--- src/rtl/aes_pkg.sv ---
`timescale 1ns / 1ps
package aes_pkg;

    localparam int NUM_ROUNDS = 10;
    localparam int CFG_INDEX_WIDTH = 2;

    typedef enum logic [CFG_INDEX_WIDTH-1:0] {
        REG_KEY_HIGH     = 2'd0,
        REG_KEY_LOW      = 2'd1,
        REG_CTR_HIGH     = 2'd2,
        REG_CTR_LOW      = 2'd3
    } cfg_reg_t;

    // per-stage sideband: data halves travel with the block
    typedef struct packed {
        logic [63:0] data_high;
        logic [63:0] data_low;
        logic        last_block;
    } side_t;

    function automatic logic [7:0] sbox(input logic [7:0] x);
        logic [7:0] tbl [256];
        tbl = '{
        8'h63,8'h7c,8'h77,8'h7b,8'hf2,8'h6b,8'h6f,8'hc5,8'h30,8'h01,8'h67,8'h2b,8'hfe,8'hd7,8'hab,8'h76,
        8'hca,8'h82,8'hc9,8'h7d,8'hfa,8'h59,8'h47,8'hf0,8'had,8'hd4,8'ha2,8'haf,8'h9c,8'ha4,8'h72,8'hc0,
        8'hb7,8'hfd,8'h93,8'h26,8'h36,8'h3f,8'hf7,8'hcc,8'h34,8'ha5,8'he5,8'hf1,8'h71,8'hd8,8'h31,8'h15,
        8'h04,8'hc7,8'h23,8'hc3,8'h18,8'h96,8'h05,8'h9a,8'h07,8'h12,8'h80,8'he2,8'heb,8'h27,8'hb2,8'h75,
        8'h09,8'h83,8'h2c,8'h1a,8'h1b,8'h6e,8'h5a,8'ha0,8'h52,8'h3b,8'hd6,8'hb3,8'h29,8'he3,8'h2f,8'h84,
        8'h53,8'hd1,8'h00,8'hed,8'h20,8'hfc,8'hb1,8'h5b,8'h6a,8'hcb,8'hbe,8'h39,8'h4a,8'h4c,8'h58,8'hcf,
        8'hd0,8'hef,8'haa,8'hfb,8'h43,8'h4d,8'h33,8'h85,8'h45,8'hf9,8'h02,8'h7f,8'h50,8'h3c,8'h9f,8'ha8,
        8'h51,8'ha3,8'h40,8'h8f,8'h92,8'h9d,8'h38,8'hf5,8'hbc,8'hb6,8'hda,8'h21,8'h10,8'hff,8'hf3,8'hd2,
        8'hcd,8'h0c,8'h13,8'hec,8'h5f,8'h97,8'h44,8'h17,8'hc4,8'ha7,8'h7e,8'h3d,8'h64,8'h5d,8'h19,8'h73,
        8'h60,8'h81,8'h4f,8'hdc,8'h22,8'h2a,8'h90,8'h88,8'h46,8'hee,8'hb8,8'h14,8'hde,8'h5e,8'h0b,8'hdb,
        8'he0,8'h32,8'h3a,8'h0a,8'h49,8'h06,8'h24,8'h5c,8'hc2,8'hd3,8'hac,8'h62,8'h91,8'h95,8'he4,8'h79,
        8'he7,8'hc8,8'h37,8'h6d,8'h8d,8'hd5,8'h4e,8'ha9,8'h6c,8'h56,8'hf4,8'hea,8'h65,8'h7a,8'hae,8'h08,
        8'hba,8'h78,8'h25,8'h2e,8'h1c,8'ha6,8'hb4,8'hc6,8'he8,8'hdd,8'h74,8'h1f,8'h4b,8'hbd,8'h8b,8'h8a,
        8'h70,8'h3e,8'hb5,8'h66,8'h48,8'h03,8'hf6,8'h0e,8'h61,8'h35,8'h57,8'hb9,8'h86,8'hc1,8'h1d,8'h9e,
        8'he1,8'hf8,8'h98,8'h11,8'h69,8'hd9,8'h8e,8'h94,8'h9b,8'h1e,8'h87,8'he9,8'hce,8'h55,8'h28,8'hdf,
        8'h8c,8'ha1,8'h89,8'h0d,8'hbf,8'he6,8'h42,8'h68,8'h41,8'h99,8'h2d,8'h0f,8'hb0,8'h54,8'hbb,8'h16};
        return tbl[x];
    endfunction

    function automatic logic [7:0] rcon(input int r);
        logic [7:0] v;
        v = 8'h01;
        for (int i = 1; i < NUM_ROUNDS; i++)
        begin
            if (i < r)
            begin
                v = {v[6:0], 1'b0} ^ (v[7] ? 8'h1b : 8'h00);
            end
        end
        return v;
    endfunction

    function automatic logic [7:0] xt(input logic [7:0] x);
        return {x[6:0], 1'b0} ^ (x[7] ? 8'h1b : 8'h00);
    endfunction

    // byte n of a state sits in bits 127-8n .. 120-8n (big-endian)
    function automatic logic [7:0] byte_at(input logic [127:0] s, input int n);
        return s[127-8*n -: 8];
    endfunction

    // SubBytes, ShiftRows and optionally MixColumns
    function automatic logic [127:0] round_core(input logic [127:0] s, input logic mix);
        logic [7:0] t [16];
        logic [127:0] o;
        logic [7:0] a0, a1, a2, a3, al;
        for (int c = 0; c < 4; c++)
        begin
            for (int i = 0; i < 4; i++)
            begin
                t[i+4*c] = sbox(byte_at(s, i + 4*((c+i) & 3)));
            end
        end
        for (int c = 0; c < 4; c++)
        begin
            a0 = t[4*c]; a1 = t[4*c+1]; a2 = t[4*c+2]; a3 = t[4*c+3];
            al = a0 ^ a1 ^ a2 ^ a3;
            if (mix)
            begin
                o[127-32*c -: 32] = {a0 ^ al ^ xt(a0 ^ a1), a1 ^ al ^ xt(a1 ^ a2),
                                     a2 ^ al ^ xt(a2 ^ a3), a3 ^ al ^ xt(a3 ^ a0)};
            end
            else
            begin
                o[127-32*c -: 32] = {a0, a1, a2, a3};
            end
        end
        return o;
    endfunction

    // next round key from the previous one
    function automatic logic [127:0] next_key(input logic [127:0] k, input int r);
        logic [31:0] w0, w1, w2, w3, t;
        w0 = k[127:96]; w1 = k[95:64]; w2 = k[63:32]; w3 = k[31:0];
        t = {sbox(w3[23:16]) ^ rcon(r), sbox(w3[15:8]), sbox(w3[7:0]), sbox(w3[31:24])};
        w0 = w0 ^ t;
        w1 = w1 ^ w0;
        w2 = w2 ^ w1;
        w3 = w3 ^ w2;
        return {w0, w1, w2, w3};
    endfunction

endpackage

--- src/rtl/aes_key_sched.sv ---
`timescale 1ns / 1ps
module aes_key_sched
    import aes_pkg::*;
(
    input  logic                 clk,
    input  logic                 rst_n,
    input  logic                 load,
    input  logic [127:0]         key,
    output logic [127:0]         round_keys [NUM_ROUNDS+1]
);
    // round keys computed one per cycle after a key write, held until the next
    logic [127:0] rk_reg [NUM_ROUNDS+1];
    logic [3:0]   step_reg;

    always_ff @(posedge clk or negedge rst_n)
    begin
        if (!rst_n)
        begin
            step_reg <= 4'd1;
            for (int i = 0; i <= NUM_ROUNDS; i++)
            begin
                rk_reg[i] <= (i == 0) ? 128'd0 : 128'd0;
            end
            // zero-key schedule rebuilt by the stepping below
        end
        else if (load)
        begin
            rk_reg[0] <= key;
            step_reg  <= 4'd1;
        end
        else if (step_reg <= 4'(NUM_ROUNDS))
        begin
            rk_reg[step_reg] <= next_key(rk_reg[step_reg-4'd1], int'(step_reg));
            step_reg <= step_reg + 4'd1;
        end
    end

    assign round_keys = rk_reg;
endmodule

--- config.mk ---
export PLATFORM = sky130hd
export DESIGN_NAME = aes_key_sched
export DESIGN_NICKNAME = d
export VERILOG_FILES = /design/src/rtl/aes_pkg.sv /design/src/rtl/aes_key_sched.sv
export SDC_FILE = /design/constraint.sdc
export NUM_CORES = 2
export LEC_CHECK = 0
export BUFFER_PORTS_ARGS = -buffer_cell sky130_fd_sc_hd__buf_2
export CORE_AREA = 2 2 604 606
export DETAILED_ROUTE_END_ITERATION = 10
export DIE_AREA = 0 0 606 608
export PLACE_DENSITY = 0.39
export SLEW_MARGIN = 20
export SYNTH_ARGS = -nofsm -noshare
export SYNTH_HDL_FRONTEND = slang
export SYNTH_SLANG_ARGS = --single-unit
export TNS_END_PERCENT = 10
--- constraint.sdc ---
create_clock -name clk -period 8.5 [get_ports clk]
set_input_delay 1.275 -clock clk [delete_from_list [all_inputs] [get_ports clk]]
set_output_delay 1.275 -clock clk [all_outputs]
set_load 0.1 [all_outputs]
==> results.py <==
metrics = {
    "outcome": {
        "outcome": "completed",
    },
    "clocking": {
        "cts_tree": "yes",
        "ctsHtreeMaxLevel": 4,
        "cts_resized": 0,
        "postCtsSetupRepairBufs": 0,
        "max-clock-path-buffers": 4,
        "cts_root_buf": "sky130_fd_sc_hd__clkbuf_16",
        "postCtsHoldBufs": 0,
        "clk_pin_slew_ns": 0.06,
        "clk-insertion-delay-late_ns": 0.94,
        "number_of_buffers_added_by_the_clock_tree_synthesis_step": 180,
        "clkSinkCount": 1412,
    },
    "timing": {
        "setup_viol": 0,
        "final_count_of_hold_timing_violations": 0,
        "unrepaired_setup_endpoints_after_global_routing": "false",
        "finalWorstPathRequiredPeriod_ns": 7.93,
        "slew_violations": 0,
        "achievable-frequency_mhz": 126,
        "timing_worst_slew_pin_value_ns": 1.21,
        "layout_worst_path_cycle_share_pct": 93.3,
        "tns_ns": 0,
        "worst_slew_margin_rel_pct": 18.7,
        "fin_skew_ns": 0.109,
    },
    "setup_path": {
        "critical_path.startpoint": "step_reg[0]",
        "critical_setup_path_kind": "flip-flop to flip-flop",
        "cp_data_arrival_time_ns": 8.63,
        "critical_path.max_fanout": 34,
        "worst_setup_path_end_kind": "flip-flop",
        "start_kind": "flip-flop",
        "worstReg2RegStart": "step_reg[0]",
        "worst-endpoint-required_ns": 9.20,
    },
    "placement": {
        "place.gp.congestion": 0.943,
        "port_buffers": 1538,
        "detailedPlacementHpwl_um": 439000,
    },
    "yosys": {
        "library_cells_used_by_synthesis": 130,
        "syn_area_mm2": 0.0799,
        "synth_seq_area_share_pct": 44.2,
        "synth.net_count": 8900,
        "ys.warnings.count": 0,
        "ys_seq_elements": 1412,
        "postSynth.topFlopCell": "sky130_fd_sc_hd__dfrtp_1",
        "synth_edf_count": 0,
        "postSynthCellCount": 8710,
        "ys_async_sr_fraction_pct": 100,
        "postSynthAreaPerCell_um2": 9.17,
    },
    "grt": {
        "wire_length_of_the_first_global_routing_pass_um": 769000,
        "global_route.usage.total_pct": 30.6,
        "antenna_found_initial": 58,
        "first_global_vias": 77300,
        "grt_max_degree": 157,
        "globalRoute.totalOverflow": 0,
    },
    "worst_hold_path": {
        "holdCritPathClass": "input pin to async pin",
    },
    "drt": {
        "detailroute.wirelength.met3_um": 44800,
        "drt-initial-drc-count": 8307,
        "wl_met2_um": 266000,
        "wirelength_met1_um": 234000,
        "remaining_drc_errors": 0,
        "dr_total_vias": 80500,
        "detailedRoute.firstPassIterationCount": 6,
        "routedWlPerCell_um": 38.9,
        "routed_wl_um": 582000,
        "drt.antenna.violating_nets": 0,
        "detail_route.vias_per_cell": 5.38,
        "dr.max_layer_used": "met5",
    },
    "layout": {
        "largest_register_ff_count": 1408,
        "layout-drive-gt1-share_pct": 28.1,
        "final_net_count": 10200,
        "fillers": 38900,
        "area_growth_syn_to_layout_pct": 25.8,
    },
    "run": {
        "max_cap_viol_count": 0,
    },
    "die": {
        "floorplan.die.height_um": 608,
        "rows": 221,
        "die_outline_area_mm2": 0.368,
        "die-width_um": 606,
        "core_region_area_mm2": 0.362,
        "boundaryPins": 1539,
        "starting_utilization_of_the_core_area_pct": 22.1,
    },
}
[area by class of cell]
cell class	instances	area [µm²]	share of cell area, %
multi-input cells	6321	40800	40.7
repair buffers	2027	12000	11.9
flip-flops and latches	1412	35300	35.2
inverters	51	201	0.201
well taps	4794	6000	5.97
clock buffers	259	5260	5.23
diodes	22	55.1	0.0548
clock inverters	65	812	0.808
[cell usage after synthesis, types with 25 or more instances]
cell type / n / area share (%)
sky130_fd_sc_hd__buf_6: 31 / 0.44
sky130_fd_sc_hd__o2bb2ai_1: 25 / 0.27
sky130_fd_sc_hd__buf_4: 79 / 0.74
sky130_fd_sc_hd__mux2_2: 81 / 1.1
sky130_fd_sc_hd__mux4_2: 230 / 6.5
sky130_fd_sc_hd__o31ai_1: 33 / 0.31
sky130_fd_sc_hd__nor2_1: 312 / 1.5
sky130_fd_sc_hd__nand3_1: 235 / 1.5
sky130_fd_sc_hd__o22ai_1: 34 / 0.27
sky130_fd_sc_hd__a31oi_1: 84 / 0.66
sky130_fd_sc_hd__clkbuf_1: 570 / 2.7
sky130_fd_sc_hd__o21ai_1: 163 / 1.0
sky130_fd_sc_hd__a211oi_1: 100 / 0.94
sky130_fd_sc_hd__o21a_1: 27 / 0.25
sky130_fd_sc_hd__nor3b_1: 29 / 0.27
sky130_fd_sc_hd__a21oi_1: 302 / 1.9
sky130_fd_sc_hd__o211ai_1: 170 / 1.6
sky130_fd_sc_hd__nor3_1: 143 / 0.90
sky130_fd_sc_hd__o221ai_1: 35 / 0.38
sky130_fd_sc_hd__o311ai_0: 42 / 0.46
sky130_fd_sc_hd__or3_1: 26 / 0.20
sky130_fd_sc_hd__inv_1: 37 / 0.17
sky130_fd_sc_hd__buf_1: 51 / 0.24
sky130_fd_sc_hd__nand4_1: 34 / 0.27
sky130_fd_sc_hd__ha_1: 59 / 0.92
sky130_fd_sc_hd__a21o_1: 31 / 0.29
sky130_fd_sc_hd__dfrtp_1: 1411 / 44
sky130_fd_sc_hd__a221oi_1: 67 / 0.73
sky130_fd_sc_hd__o21ai_0: 1563 / 9.8
sky130_fd_sc_hd__buf_2: 170 / 1.1
sky130_fd_sc_hd__xnor2_1: 114 / 1.3
sky130_fd_sc_hd__xor2_1: 52 / 0.57
sky130_fd_sc_hd__mux2i_1: 169 / 2.1
sky130_fd_sc_hd__a311oi_1: 45 / 0.49
sky130_fd_sc_hd__nand2_1: 1658 / 7.8
[final timing paths]
check	endpoint	slack [ns]	cells after the start
min in group clk	round_keys[143]	0.50	2
max in group asynchronous	round_keys[1282]	5.97	3
max	round_keys[776]	0.57	19
max reg2reg	round_keys[776]	0.57	19
min	round_keys[437]	0.39	1
min reg2reg	round_keys[143]	0.50	2
[cells by family (layout without fill, tap and decap cells)]
logic type | count (synthesis) | after routing | synth area share [%]
AO/OA/AOI/OAI | 3021 | 3021 | 23.0
AND/OR/NAND/NOR | 2557 | 2557 | 13.6
flip-flops | 1412 | 1412 | 44.2
buffers and inverters | 977 | 2402 | 5.81
multiplexers | 481 | 481 | 9.76
XOR/XNOR | 203 | 203 | 2.69
adder cells (fa/ha/maj) | 59 | 59 | 0.924
other | 0 | 22 | 0
[metrics by stage]
stage	worst slack [ns]	util (%)	instance area, µm²	hold slack (ns)	std cells
2_1_floorplan	1.02	-	79900	0.794	8710
3_3_place_gp	0.310	26.0	94200	0.479	14600
3_5_place_dp	0.562	26.1	94300	0.487	14600
4_1_cts	0.530	27.7	100000	0.351	14900
5_1_grt	0.254	27.8	100000	0.412	14900
6_report	0.568	27.8	100000	0.387	15000
[layer usage]
layer / GRT usage, % / up-vias
met5: 0 / -
met4: 15.7 / 34
met2: 49.1 / 3794
met1: 38.1 / 41700
li1: - / 34100
met3: 7.19 / 809
[layout by cell type, fill, tap and decap left out, types with 38 or more instances in the layout]
cell,instances
sky130_fd_sc_hd__ha_1,58
sky130_fd_sc_hd__buf_2,1536
sky130_fd_sc_hd__xor2_1,39
sky130_fd_sc_hd__a21oi_1,302
sky130_fd_sc_hd__xnor2_1,75
sky130_fd_sc_hd__buf_12,43
sky130_fd_sc_hd__nand3_1,234
sky130_fd_sc_hd__o21ai_0,1534
sky130_fd_sc_hd__a311oi_1,45
sky130_fd_sc_hd__xnor2_2,45
sky130_fd_sc_hd__mux4_2,230
sky130_fd_sc_hd__buf_4,443
sky130_fd_sc_hd__o21ai_1,184
sky130_fd_sc_hd__nand2_1,1647
sky130_fd_sc_hd__a211oi_1,96
sky130_fd_sc_hd__dfrtp_1,1411
sky130_fd_sc_hd__mux2i_1,169
sky130_fd_sc_hd__a31oi_1,81
sky130_fd_sc_hd__clkbuf_1,38
sky130_fd_sc_hd__clkbuf_16,184
sky130_fd_sc_hd__nor2_1,306
sky130_fd_sc_hd__o311ai_0,42
sky130_fd_sc_hd__mux2_2,81
sky130_fd_sc_hd__a221oi_1,67
sky130_fd_sc_hd__nor3_1,140
sky130_fd_sc_hd__o211ai_1,170
[critical path, cell delays in order (launching register included)]
cell and delay [ns]:
sky130_fd_sc_hd__dfstp_4 0.73, sky130_fd_sc_hd__inv_1 0.13, sky130_fd_sc_hd__ha_4 0.28, sky130_fd_sc_hd__xnor2_4 0.92, sky130_fd_sc_hd__buf_4 0.34, sky130_fd_sc_hd__mux2_2 0.39
sky130_fd_sc_hd__a2111oi_4 0.51, sky130_fd_sc_hd__nor2_4 0.22, sky130_fd_sc_hd__inv_2 0.37, sky130_fd_sc_hd__buf_4 0.48, sky130_fd_sc_hd__nor2_1 0.10, sky130_fd_sc_hd__buf_4 0.20
sky130_fd_sc_hd__a221oi_1 0.32, sky130_fd_sc_hd__a311o_1 0.19, sky130_fd_sc_hd__o311ai_1 0.13, sky130_fd_sc_hd__a211oi_2 0.70, sky130_fd_sc_hd__buf_4 0.26, sky130_fd_sc_hd__xor2_4 0.15
sky130_fd_sc_hd__xnor2_2 0.99, sky130_fd_sc_hd__o21ai_0 0.23
Power is not shown: default switching activity piles up to over one toggle a cycle in this logic, so the estimate is an artifact.
